File: src/hw/rtl/bpu_pkg.sv
// Shared types, codes and constants of the BMP pixel unpack unit.
package bpu_pkg;

  // Field and register widths fixed by the interface
  localparam int COLOR_W    = 32;
  localparam int COORD_W    = 13;
  localparam int YOFF_W     = 15;
  localparam int CFG_IDX_W  = 3;
  localparam int CFG_DATA_W = 32;

  // Depth of the queue between the byte front end and the write generator
  localparam int QUEUE_DEPTH = 2;

  // Row counter saturates here
  localparam logic [COORD_W-1:0] ROW_LIMIT = 13'h1FFF;

  typedef enum logic {
    OP_PALETTE = 1'b0,
    OP_PIXEL   = 1'b1
  } opcode_e;

  typedef enum logic [1:0] {
    FMT_4BPP  = 2'd0,
    FMT_8BPP  = 2'd1,
    FMT_24BPP = 2'd2,
    FMT_32BPP = 2'd3
  } fmt_e;

  typedef enum logic [1:0] {
    KEY_ALL   = 2'd0,
    KEY_SKIP  = 2'd1,
    KEY_SUBST = 2'd2
  } key_mode_e;

  typedef enum logic [CFG_IDX_W-1:0] {
    REG_PIXEL_FORMAT = 3'd0,
    REG_IMAGE_WIDTH  = 3'd1,
    REG_ORIGIN_X     = 3'd2,
    REG_BOTTOM_Y     = 3'd3,
    REG_ZOOM_FACTOR  = 3'd4,
    REG_KEY_MODE     = 3'd5,
    REG_KEY_COLOR    = 3'd6,
    REG_SUBST_COLOR  = 3'd7
  } reg_idx_e;

  typedef enum logic [1:0] {
    F_IDLE  = 2'd0,
    F_READ0 = 2'd1,
    F_READ1 = 2'd2
  } front_state_e;

  // Configuration as seen by the datapath: width and zoom already clamped
  typedef struct packed {
    fmt_e                 pixel_format;
    logic [10:0]          image_width;
    logic [9:0]           origin_x;
    logic [COORD_W-1:0]   bottom_y;
    logic [2:0]           zoom;
    logic [1:0]           key_mode;
    logic [COLOR_W-1:0]   key_color;
    logic [COLOR_W-1:0]   substitute_color;
  } cfg_t;

  // One decoded pixel: color, left x of its block, row offset times zoom
  typedef struct packed {
    logic [COLOR_W-1:0] color;
    logic [COORD_W-1:0] xbase;
    logic [YOFF_W-1:0]  yoff;
  } pix_t;

  // Everything one data byte produces
  typedef struct packed {
    pix_t pix0;
    pix_t pix1;
    logic two_pixels;
  } entry_t;

endpackage

File: src/hw/rtl/bpu_queue.sv
// Small entry queue between the byte front end and the write generator.
module bpu_queue #(
  parameter int DEPTH = 2
) (
  input  logic            clk_i,
  input  logic            rst_ni,
  input  logic            push_i,
  input  bpu_pkg::entry_t push_data_i,
  output logic            full_o,
  input  logic            pop_i,
  output bpu_pkg::entry_t head_o,
  output logic            empty_o
);

  localparam int PW = (DEPTH > 1) ? $clog2(DEPTH) : 1;
  localparam int NW = $clog2(DEPTH + 1);

  bpu_pkg::entry_t mem_q [DEPTH];
  logic [PW-1:0]   wr_q, rd_q;
  logic [NW-1:0]   cnt_q;

  function automatic logic [PW-1:0] next_ptr(input logic [PW-1:0] p);
    return (p == PW'(DEPTH - 1)) ? '0 : p + PW'(1);
  endfunction

  // Store pushed entries
  always_ff @(posedge clk_i) begin
    if (push_i) begin
      mem_q[wr_q] <= push_data_i;
    end
  end

  // Advance pointers and occupancy
  always_ff @(posedge clk_i or negedge rst_ni) begin
    if (!rst_ni) begin
      wr_q  <= '0;
      rd_q  <= '0;
      cnt_q <= '0;
    end else begin
      if (push_i) begin
        wr_q <= next_ptr(wr_q);
      end
      if (pop_i) begin
        rd_q <= next_ptr(rd_q);
      end
      if (push_i && !pop_i) begin
        cnt_q <= cnt_q + NW'(1);
      end else if (pop_i && !push_i) begin
        cnt_q <= cnt_q - NW'(1);
      end
    end
  end

  assign head_o  = mem_q[rd_q];
  assign empty_o = (cnt_q == '0);
  assign full_o  = (cnt_q == NW'(DEPTH));

endmodule

File: config.mk
export PLATFORM = sky130hd
export DESIGN_NAME = bpu_queue
export DESIGN_NICKNAME = d
export VERILOG_FILES = /design/src/hw/rtl/bpu_pkg.sv /design/src/hw/rtl/bpu_queue.sv
export SDC_FILE = /design/constraint.sdc
export NUM_CORES = 1
export LEC_CHECK = 0
export CORE_AREA = 3 3 148 150
export CTS_CLUSTER_DIAMETER = 60
export CTS_CLUSTER_SIZE = 28
export DETAILED_ROUTE_END_ITERATION = 16
export DIE_AREA = 0 0 151 153
export DONT_BUFFER_PORTS = 1
export PLACE_DENSITY_LB_ADDON = 0.25
export SLEW_MARGIN = 10
export SYNTH_ARGS = -nofsm -noshare
export SYNTH_HDL_FRONTEND = slang
export SYNTH_SLANG_ARGS = --single-unit
File: constraint.sdc
create_clock -name clk_i -period 8.7 [get_ports clk_i]
set_input_delay 0 -clock clk_i [delete_from_list [all_inputs] [get_ports clk_i]]
set_output_delay 0 -clock clk_i [all_outputs]
set_load 0.02 [all_outputs]
==> flow_summary.ini <==
[critical_path]
crit_fanout = 51
crit_arrival_ns = 2.58
cp_num_buf_inv = 1
crit_family = flip-flops
start_kind = flip-flop
slowest_delay_ns = 0.82
worstReg2RegStart = wr_q$_DFFE_PN0P_
crit_slowest_cell = dfrtp_4
crit_type = reg2out
r2r-end = mem_q[1][73]$_DFFE_PP_
required_ns = 8.70
worst-r2r-cell-count = 2
path_cells = buf_4 -> mux2_2
ff2ff_setup_slack_ns = 6.35
cp-end-kind = output pin

[sta]
fin_crit_sh_pct = 29.7
setup_viol = 0
clock.fmax_mhz = 387
hold_ws_ns = 0.0610
setup_tns_ns = 0
rsz0062_at_grt = no
hold_viol = 0
slew_violations = 0
fin_skew_ns = 0.00868
tightest_slew_ns = 1.07
max_slew_margin_pct = 28.8
period_needed_ns = 2.58

[finish]
finalNetCount = 652
n_antenna_cell = 0
layout-drive-gt1-share_pct = 28.7
syn_to_final_growth_pct = 21.7
finalInstanceArea_um2 = 11300
final_util_pct = 54.1

[floorplan]
start_util_pct = 44.4
coreArea_um2 = 20800
floorplan.io_pins = 248
dieHeight_um = 153
die_area_um2 = 23100
die_w_um = 151
fp-row-count = 53

[synthesis]
synth_top_area_cell = edfxtp_1
synth.top_cell.area_share_pct = 78.5
avgSynthCellArea_um2 = 23.5
synth_seq_cells = 246
synth.net_count = 519
synth_cell_types = 14
synth_edf_count = 242
synth-seq-area-share_pct = 79.6
ys.flop_type = edfxtp_1
netlist_top_cells_area = edfxtp_1, mux2_4, mux2_2
synth.top_cells.by_count = edfxtp_1, mux2_4, mux2_2
synthCells = 393
synth_most_common_cell = edfxtp_1
async_flop_share_pct = 1.63
syn-cell-area_um2 = 9250
yosys_warnings = 0

[clock_network]
cts.sinks = 246
cts_tree = built
clockBufferDepth = 3
numCtsBuffers = 15
clkSlewWorstSetupHoldPaths_ns = 0.10
cts_resized = 0
clk_latency_ns = 0.47
cts_root_buf = clkbuf_16
h-tree-depth = 1

[global_route]
first_global_vias = 4224
grt_max_degree = 82
grt_overflow = 0
antenna_found_initial = 0
track_usage_pct = 13.2
grt_pass1_wl_mm = 23.9

[routing]
post_drt_via_cell_ratio = 4.91
drtPass1Iterations = 4
drc = 0
vias = 3976
drt_iter0_markers = 222
ant_nets = 0
routed_wl_mm = 16.0
post_drt_wl_per_cell_um = 19.8

[job]
drv_cap = 0

[power_and_ir_drop]
power.total_mw = 3.53
power.density_nw_per_um2 = 313
peakVddDrop_mv = 0.206
leakage_nw = 3.98

[place]
dp_hpwl_mm = 10.2
portBuffers = 0
routabilityCongestion = 0.711
place_area_um2 = 9510

[hold_path]
hp-class = in2reg
hold_depth = 1
hp-start = push_i
min_to = mem_q[1][102]$_DFFE_PP_

[outcome]
status = finished, final reports clean
-- layout by cell type, fill, tap and decap left out --
cell	instances
inv_6	2
clkinv_1	1
ha_1	1
clkinv_4	1
bufinv_16	1
inv_1	1
dfrtp_1	3
xnor2_1	1
dfrtp_4	1
clkbuf_16	15
nor2b_1	1
nor2_1	2
and2_4	1
inv_8	3
xor2_1	4
mux2_4	80
nor2b_4	1
mux2_2	41
edfxtp_1	242
dlygate4sd3_1	125
inv_12	2
buf_4	5
-- worst reg2reg max path: stages (launching register included) --
cell and delay, ns:
dfrtp_1 0.44, and2_4 0.55, buf_4 0.90
-- sequential cells by signal (all words and copies together), names as in the netlist --
signal and cells:
rd_q 1, cnt_q 2, mem_q 242, wr_q 1
-- through the flow --
| step | setup WS [ns] | cells |
|---|---|---|
| after floorplan | 2.33 | 393 |
| after global placement | 6.37 | 659 |
| after detailed placement | 6.32 | 659 |
| after CTS | 6.02 | 809 |
| after global routing | 5.95 | 809 |
| final | 6.12 | 809 |
-- cell type report --
cell class	count	area (µm²)
fillers	1618	9560
clock buffers	15	375
multi-input cells	132	1760
clock inverters	10	126
flip-flops and latches	246	7370
repair buffers	130	1290
well taps	275	344
inverters	1	3.75
-- repair_timing --
item	CTS	global route
endpoints found under the hold margin	250	0
hold buffers	125	0
buffers inserted	0	0
-- metal layers --
metal / routed length (µm) / GRT usage, % / vias to the layer above
li1: - / - / 1821
met1: 6110 / 15.8 / 1964
met2: 8120 / 23.1 / 172
met3: 1530 / 4.36 / 19
met4: 246 / 3.02 / 0
met5: 0 / 0 / -
-- report_power, final --
part,switching (mW),internal (mW),leakage (nW)
Sequential,0.0967,1.57,2.32
Clock,0.382,0.369,0.246
Combinational,0.674,0.433,1.42
Total,1.15,2.38,3.98
-- kinds of logic (layout without fill, tap and decap cells) --
kind of cell / count (synthesis) / count (layout) / share of synthesized area (%)
buffers and inverters: 15 / 156 / 1.51
muxes: 121 / 121 / 18.0
adders and majority gates: 1 / 1 / 0.135
and+or+nand+nor: 5 / 5 / 0.284
xor gates and xnor gates: 5 / 5 / 0.473
DFF: 246 / 246 / 79.6
-- worst max path at each step --
| stage | start | endpoint | cells after the start |
|---|---|---|---|
| after CTS | rd_q$_DFFE_PN0P_ | head_o[110] | 2 |
| after global placement | wr_q$_DFFE_PN0P_ | mem_q[1][43]$_DFFE_PP_ | 2 |
| after floorplan | wr_q$_DFFE_PN0P_ | mem_q[0][0]$_DFFE_PP_ | 1 |
| final | rd_q$_DFFE_PN0P_ | head_o[110] | 2 |
| after global routing | rd_q$_DFFE_PN0P_ | head_o[110] | 2 |
| after detailed placement | wr_q$_DFFE_PN0P_ | mem_q[1][52]$_DFFE_PP_ | 2 |
Power figures use the tool's default switching activity.
