--- src/hw/rtl/bpu_pkg.sv ---
// Shared types, codes and constants of the BMP pixel unpack unit.
package bpu_pkg;

  // Field and register widths fixed by the interface
  localparam int COLOR_W    = 32;
  localparam int COORD_W    = 13;
  localparam int YOFF_W     = 15;
  localparam int CFG_IDX_W  = 3;
  localparam int CFG_DATA_W = 32;

  // Depth of the queue between the byte front end and the write generator
  localparam int QUEUE_DEPTH = 2;

  // Row counter saturates here
  localparam logic [COORD_W-1:0] ROW_LIMIT = 13'h1FFF;

  typedef enum logic {
    OP_PALETTE = 1'b0,
    OP_PIXEL   = 1'b1
  } opcode_e;

  typedef enum logic [1:0] {
    FMT_4BPP  = 2'd0,
    FMT_8BPP  = 2'd1,
    FMT_24BPP = 2'd2,
    FMT_32BPP = 2'd3
  } fmt_e;

  typedef enum logic [1:0] {
    KEY_ALL   = 2'd0,
    KEY_SKIP  = 2'd1,
    KEY_SUBST = 2'd2
  } key_mode_e;

  typedef enum logic [CFG_IDX_W-1:0] {
    REG_PIXEL_FORMAT = 3'd0,
    REG_IMAGE_WIDTH  = 3'd1,
    REG_ORIGIN_X     = 3'd2,
    REG_BOTTOM_Y     = 3'd3,
    REG_ZOOM_FACTOR  = 3'd4,
    REG_KEY_MODE     = 3'd5,
    REG_KEY_COLOR    = 3'd6,
    REG_SUBST_COLOR  = 3'd7
  } reg_idx_e;

  typedef enum logic [1:0] {
    F_IDLE  = 2'd0,
    F_READ0 = 2'd1,
    F_READ1 = 2'd2
  } front_state_e;

  // Configuration as seen by the datapath: width and zoom already clamped
  typedef struct packed {
    fmt_e                 pixel_format;
    logic [10:0]          image_width;
    logic [9:0]           origin_x;
    logic [COORD_W-1:0]   bottom_y;
    logic [2:0]           zoom;
    logic [1:0]           key_mode;
    logic [COLOR_W-1:0]   key_color;
    logic [COLOR_W-1:0]   substitute_color;
  } cfg_t;

  // One decoded pixel: color, left x of its block, row offset times zoom
  typedef struct packed {
    logic [COLOR_W-1:0] color;
    logic [COORD_W-1:0] xbase;
    logic [YOFF_W-1:0]  yoff;
  } pix_t;

  // Everything one data byte produces
  typedef struct packed {
    pix_t pix0;
    pix_t pix1;
    logic two_pixels;
  } entry_t;

endpackage

--- src/hw/rtl/bpu_back.sv ---
// Back end: applies the color key and expands each pixel into zoomed writes.
module bpu_back #(
  parameter int MAX_ZOOM = 4
) (
  input  logic                        clk_i,
  input  logic                        rst_ni,
  input  bpu_pkg::cfg_t               cfg_i,
  input  bpu_pkg::entry_t             head_i,
  input  logic                        q_empty_i,
  output logic                        q_pop_o,
  output logic                        out_valid_o,
  input  logic                        out_stall_i,
  output logic [bpu_pkg::COORD_W-1:0] pixel_x_o,
  output logic [bpu_pkg::COORD_W-1:0] pixel_y_o,
  output logic [bpu_pkg::COLOR_W-1:0] pixel_color_o,
  output logic                        run_last_o
);

  localparam int ZW = (MAX_ZOOM > 1) ? $clog2(MAX_ZOOM) : 1;

  // A pixel yields writes unless keyed out or wholly above the screen top
  function automatic logic visible(input bpu_pkg::pix_t p, input bpu_pkg::cfg_t c);
    logic match;
    match = (p.color == c.key_color);
    return !(c.key_mode == bpu_pkg::KEY_SKIP && match) &&
           (bpu_pkg::YOFF_W'(c.bottom_y) >= p.yoff);
  endfunction

  logic                        p_q, p_d;
  logic [ZW-1:0]               dx_q, dx_d, dy_q, dy_d;
  logic                        out_valid_q, out_valid_d;
  logic [bpu_pkg::COORD_W-1:0] x_q, y_q;
  logic [bpu_pkg::COLOR_W-1:0] color_q, color_cur;
  logic                        last_q, last_cur;
  bpu_pkg::pix_t               cur;
  logic                        vis0, vis1, vis_cur;
  logic [bpu_pkg::YOFF_W-1:0]  ysum;
  logic                        dx_end, dy_end, out_free, load, pix_done;

  assign cur      = p_q ? head_i.pix1 : head_i.pix0;
  assign vis0     = visible(head_i.pix0, cfg_i);
  assign vis1     = visible(head_i.pix1, cfg_i);
  assign vis_cur  = p_q ? vis1 : vis0;
  assign ysum     = cur.yoff + bpu_pkg::YOFF_W'(dy_q);
  assign dx_end   = (3'(dx_q) + 3'd1 == cfg_i.zoom);
  assign dy_end   = (3'(dy_q) + 3'd1 == cfg_i.zoom) ||
                    (ysum == bpu_pkg::YOFF_W'(cfg_i.bottom_y));
  assign out_free = !out_valid_q || !out_stall_i;

  // Substitute the key color when asked
  assign color_cur = (cfg_i.key_mode == bpu_pkg::KEY_SUBST && cur.color == cfg_i.key_color)
                     ? cfg_i.substitute_color : cur.color;

  // Last write of the byte: end of this pixel, and no later pixel draws
  assign last_cur = dx_end && dy_end && (p_q || !head_i.two_pixels || !vis1);

  // Walk dx inside dy inside the pixels of the head entry
  always_comb begin
    p_d      = p_q;
    dx_d     = dx_q;
    dy_d     = dy_q;
    load     = 1'b0;
    pix_done = 1'b0;
    q_pop_o  = 1'b0;
    if (!q_empty_i && out_free) begin
      if (vis_cur) begin
        load = 1'b1;
        if (dx_end) begin
          dx_d = '0;
          if (dy_end) begin
            dy_d     = '0;
            pix_done = 1'b1;
          end else begin
            dy_d = dy_q + ZW'(1);
          end
        end else begin
          dx_d = dx_q + ZW'(1);
        end
      end else begin
        pix_done = 1'b1;
      end
      if (pix_done) begin
        if (head_i.two_pixels && !p_q) begin
          p_d = 1'b1;
        end else begin
          p_d     = 1'b0;
          q_pop_o = 1'b1;
        end
      end
    end
    if (load) begin
      out_valid_d = 1'b1;
    end else if (out_stall_i) begin
      out_valid_d = out_valid_q;
    end else begin
      out_valid_d = 1'b0;
    end
  end

  // Control registers
  always_ff @(posedge clk_i or negedge rst_ni) begin
    if (!rst_ni) begin
      p_q         <= 1'b0;
      dx_q        <= '0;
      dy_q        <= '0;
      out_valid_q <= 1'b0;
    end else begin
      p_q         <= p_d;
      dx_q        <= dx_d;
      dy_q        <= dy_d;
      out_valid_q <= out_valid_d;
    end
  end

  // Output beat register
  always_ff @(posedge clk_i) begin
    if (load) begin
      x_q     <= cur.xbase + bpu_pkg::COORD_W'(dx_q);
      y_q     <= bpu_pkg::COORD_W'(bpu_pkg::YOFF_W'(cfg_i.bottom_y) - ysum);
      color_q <= color_cur;
      last_q  <= last_cur;
    end
  end

  assign out_valid_o   = out_valid_q;
  assign pixel_x_o     = x_q;
  assign pixel_y_o     = y_q;
  assign pixel_color_o = color_q;
  assign run_last_o    = last_q;

endmodule

--- config.mk ---
export PLATFORM = sky130hd
export DESIGN_NAME = bpu_back
export DESIGN_NICKNAME = d
export VERILOG_FILES = /design/src/hw/rtl/bpu_pkg.sv /design/src/hw/rtl/bpu_back.sv
export SDC_FILE = /design/constraint.sdc
export NUM_CORES = 1
export LEC_CHECK = 0
export ABC_CLOCK_PERIOD_IN_PS = 7540
export BUFFER_PORTS_ARGS = -buffer_cell sky130_fd_sc_hd__clkbuf_2
export CAP_MARGIN = 20
export CORE_MARGIN = 1.5
export CORE_UTILIZATION = 53
export CTS_BUF_LIST = sky130_fd_sc_hd__clkbuf_8
export CTS_CLUSTER_DIAMETER = 120
export DETAILED_ROUTE_END_ITERATION = 10
export MAX_ROUTING_LAYER = met4
export PLACE_DENSITY_LB_ADDON = 0.15
export SYNTH_ARGS = -nofsm -noshare
export SYNTH_HDL_FRONTEND = slang
export SYNTH_SLANG_ARGS = --single-unit
--- constraint.sdc ---
create_clock -name clk_i -period 7.54 [get_ports clk_i]
set_clock_uncertainty 0.2 [all_clocks]
set_input_delay 1.131 -clock clk_i [delete_from_list [all_inputs] [get_ports clk_i]]
set_output_delay 1.131 -clock clk_i [all_outputs]
set_load 0.1 [all_outputs]
==> metrics.yaml <==
worstSkewPairLatency_ps: 360
synth_xor_area_share_pct: 19.2
cts_tree: "yes"
drt_pre_antenna_iters: 9
yosysTopAreaCell: "edfxtp_1"
crit_path_max_fanout: 59
port_buffers: 267
syn_nets: 931
p_leak_nw: 3.61
setup_tns_ps: 0
area_growth_pct: 25.5
cts.clk_slew.worst_paths_ps: 80
yosys-top-cells-area: "edfxtp_1, xnor2_1, xor2_1"
synth_warnings: 0
pin_count: 291
instances_no_fill: 1063
grt_pass1_vias: 5847
synth_cell_types: 54
fillers: 955
num-nets-final: 1193
cpPeakStageDelay_ps: 1000
synth_edf_count: 59
muxShareOfSynthArea_pct: 8.40
dp.cells: 1046
async_flop_share_pct: 9.23
grt_pass1_wl_mm: 29.6
drt_iter0_drc: 503
violations: "DRC"
cp-start-kind: "flip-flop"
overflow: 0
drive_above_1_share_pct: 35.4
cts_setup_buffers: 0
slew_headroom_pct: 40.1
cts_num_sinks: 65
root_buffer: "clkbuf_8"
criticalPathCategory: "reg -> out"
peakVddDrop_mv: 0.153
grt.total_usage_pct: 31.4
htree_levels: 3
synth_seq_area_share_pct: 30.4
crit_path_cell_trace: "o21ai_0, ha_1, a21oi_1, a211oi_2, and2_1, nand3_1, xnor2_1, nand2_1, o21ai_0, ha_1, nand4_1, nor4_1, a31o_2, a32oi_1, nor2_1, clkbuf_2"
die-height_um: 112
via_per_inst: 5.54
antenna-diode-count: 0
min_period_ps: 6650
setup_viol: 0
rows: 39
p_per_area_mw_per_mm2: 208
cts_buffers: 9
drc: 17
grt_setup_unrepaired: "false"
syn_area_per_cell_um2: 9.69
status: "finished with violations"
hp-class: "reg -> reg"
worstMarginPinSlew_ps: 896
die_area_mm2: 0.0126
cp.arrival_ps: 5310
maxCapViolations: 0
synth_area_mm2: 0.00633
fmax_mhz: 150
antenna_found_initial: 0
cts_resized: 0
grt_max_degree: 65
cts_hold_buf: 0
endpoint_kind: "output port"
total_power_mw: 1.65
slowest_stage: "dfrtp_4"
ant_nets: 0
start_util_pct: 55.0
routed_wirelength_mm: 19.3
clock_path_buffers: 2
die_x_um: 112
core_mm2: 0.0115
synth-simple-area-share_pct: 14.4
synth_top_flop_cell: "edfxtp_1"
syn_inst: 653
wl_per_cell_um: 18.2
min_period_over_period_pct: 88.1
hpwlAfterDp_mm: 16.0
slew_violations: 0
yosysTopAreaCellShare_pct: 28.0
ys_ff_latch: 65
synth_compound_area_share_pct: 12.9
hold_viol: 0
synth_top_family_by_area: "XOR/XNOR gates"
worst_ep_required_time_ps: 6210
globalplace.congestion: 0.963
vias: 5884
synth_fa_ha_area_share_pct: 9.84
## per-layer routing
layer  vias to the layer above  global-route usage [%]  part of all wire [%]
met1                      2718                    42.1                    44
li1                       2886                       -                     -
met2                       252                    49.7                    47
met5                         -                       -                     0
met4                         0                    9.54                   2.2
met3                        28                    4.32                   7.4
## cell families after synthesis
family,after synthesis
AO/OA/AOI/OAI,124
AND/OR/NAND/NOR,171
multiplexers,50
adder cells (fa/ha/maj),48
XOR/XNOR,139
flip-flops,65
buffers and inverters,56
## area by class of cell
| cell class | count | area (µm²) | share of cell area [%] |
|---|---|---|---|
| tap | 143 | 179 | 2.25 |
| multi-input combinational | 532 | 4110 | 51.7 |
| clock buffer | 9 | 124 | 1.56 |
| clock inverter | 7 | 95.1 | 1.20 |
| inverter | 37 | 139 | 1.75 |
| timing repair buffer | 270 | 1370 | 17.3 |
| sequential | 65 | 1930 | 24.2 |
## state kept, by name, indices dropped and copies added (netlist names)
register / cells
dx_q: 2
dy_q: 2
out_valid_o: 1
p_q: 1
pixel_color_o: 32
pixel_x_o: 13
pixel_y_o: 13
run_last_o: 1
## cell usage in the layout, fill, tap and decap left out, types with 5 or more instances in the layout
cell        n
clkbuf_2  267
xnor2_1    70
xor2_1     69
edfxtp_1   59
a21oi_1    47
nor2_1     47
ha_1       45
inv_1      37
mux2i_1    37
nand4_1    24
nand2_1    22
nand3_1    21
o21ai_0    20
a21oi_2    14
nor2b_1    11
nor4_1      9
nor3_1      9
clkbuf_8    9
mux2_2      6
mux2i_2     6
nand3b_1    5
a21o_1      5
a32oi_1     5
nor2_2      5
dfrtp_1     5
## stage by stage
step                      utilization, %  instance area, µm²  hold WS [ps]  worst slack, ps
final                               69.0                7950           345              894
after global routing                69.0                7950           359              642
after CTS                           68.8                7930           342              937
after detailed placement            66.9                7710           323             1230
after global placement              66.9                7710           307             1340
after floorplan                        -                6330           368              773
## synthesized netlist by cell type (3+ instances only)
| cell | count |
|---|---|
| a21o_1 | 5 |
| a21oi_1 | 47 |
| a21oi_2 | 15 |
| a32o_1 | 4 |
| a32oi_1 | 5 |
| and2_1 | 4 |
| and3_1 | 3 |
| buf_2 | 3 |
| buf_6 | 12 |
| clkbuf_1 | 4 |
| dfrtp_1 | 6 |
| edfxtp_1 | 59 |
| fa_1 | 3 |
| ha_1 | 45 |
| inv_1 | 37 |
| mux2_2 | 6 |
| mux2i_1 | 37 |
| mux2i_2 | 6 |
| nand2_1 | 22 |
| nand2b_1 | 3 |
| nand3_1 | 21 |
| nand3b_1 | 5 |
| nand4_1 | 24 |
| nor2_1 | 47 |
| nor2_2 | 5 |
| nor2b_1 | 11 |
| nor3_1 | 9 |
| nor4_1 | 9 |
| o21a_1 | 4 |
| o21ai_0 | 20 |
| o21bai_1 | 3 |
| o31ai_1 | 3 |
| xnor2_1 | 70 |
| xor2_1 | 69 |
## critical path: cells and delay by family (launching register included)
family	cells	cell delay (ps)
AO/OA/AOI/OAI	6	1310
AND/OR/NAND/NOR	6	1240
flip-flops	1	1000
adder cells (fa/ha/maj)	2	740
buffers and inverters	1	480
XOR/XNOR	1	140
## path summary, 6_finish.rpt
kind | slack (ps) | start | endpoint | cells after the start
max | 890 | p_q | q_pop_o | 16
min | 350 | out_valid_o | out_valid_o | 1
max reg2reg | 2580 | p_q | p_q | 15
min reg2reg | 350 | out_valid_o | out_valid_o | 1
max in group asynchronous | 6590 | rst_ni | p_q | 1
min in group asynchronous | 380 | rst_ni | out_valid_o | 1
## power by group
group          switching (mW)  internal, mW
clock network           0.157         0.186
registers              0.0561         0.452
logic                   0.472         0.328
No activity file was read; power rests on OpenSTA's default activity.
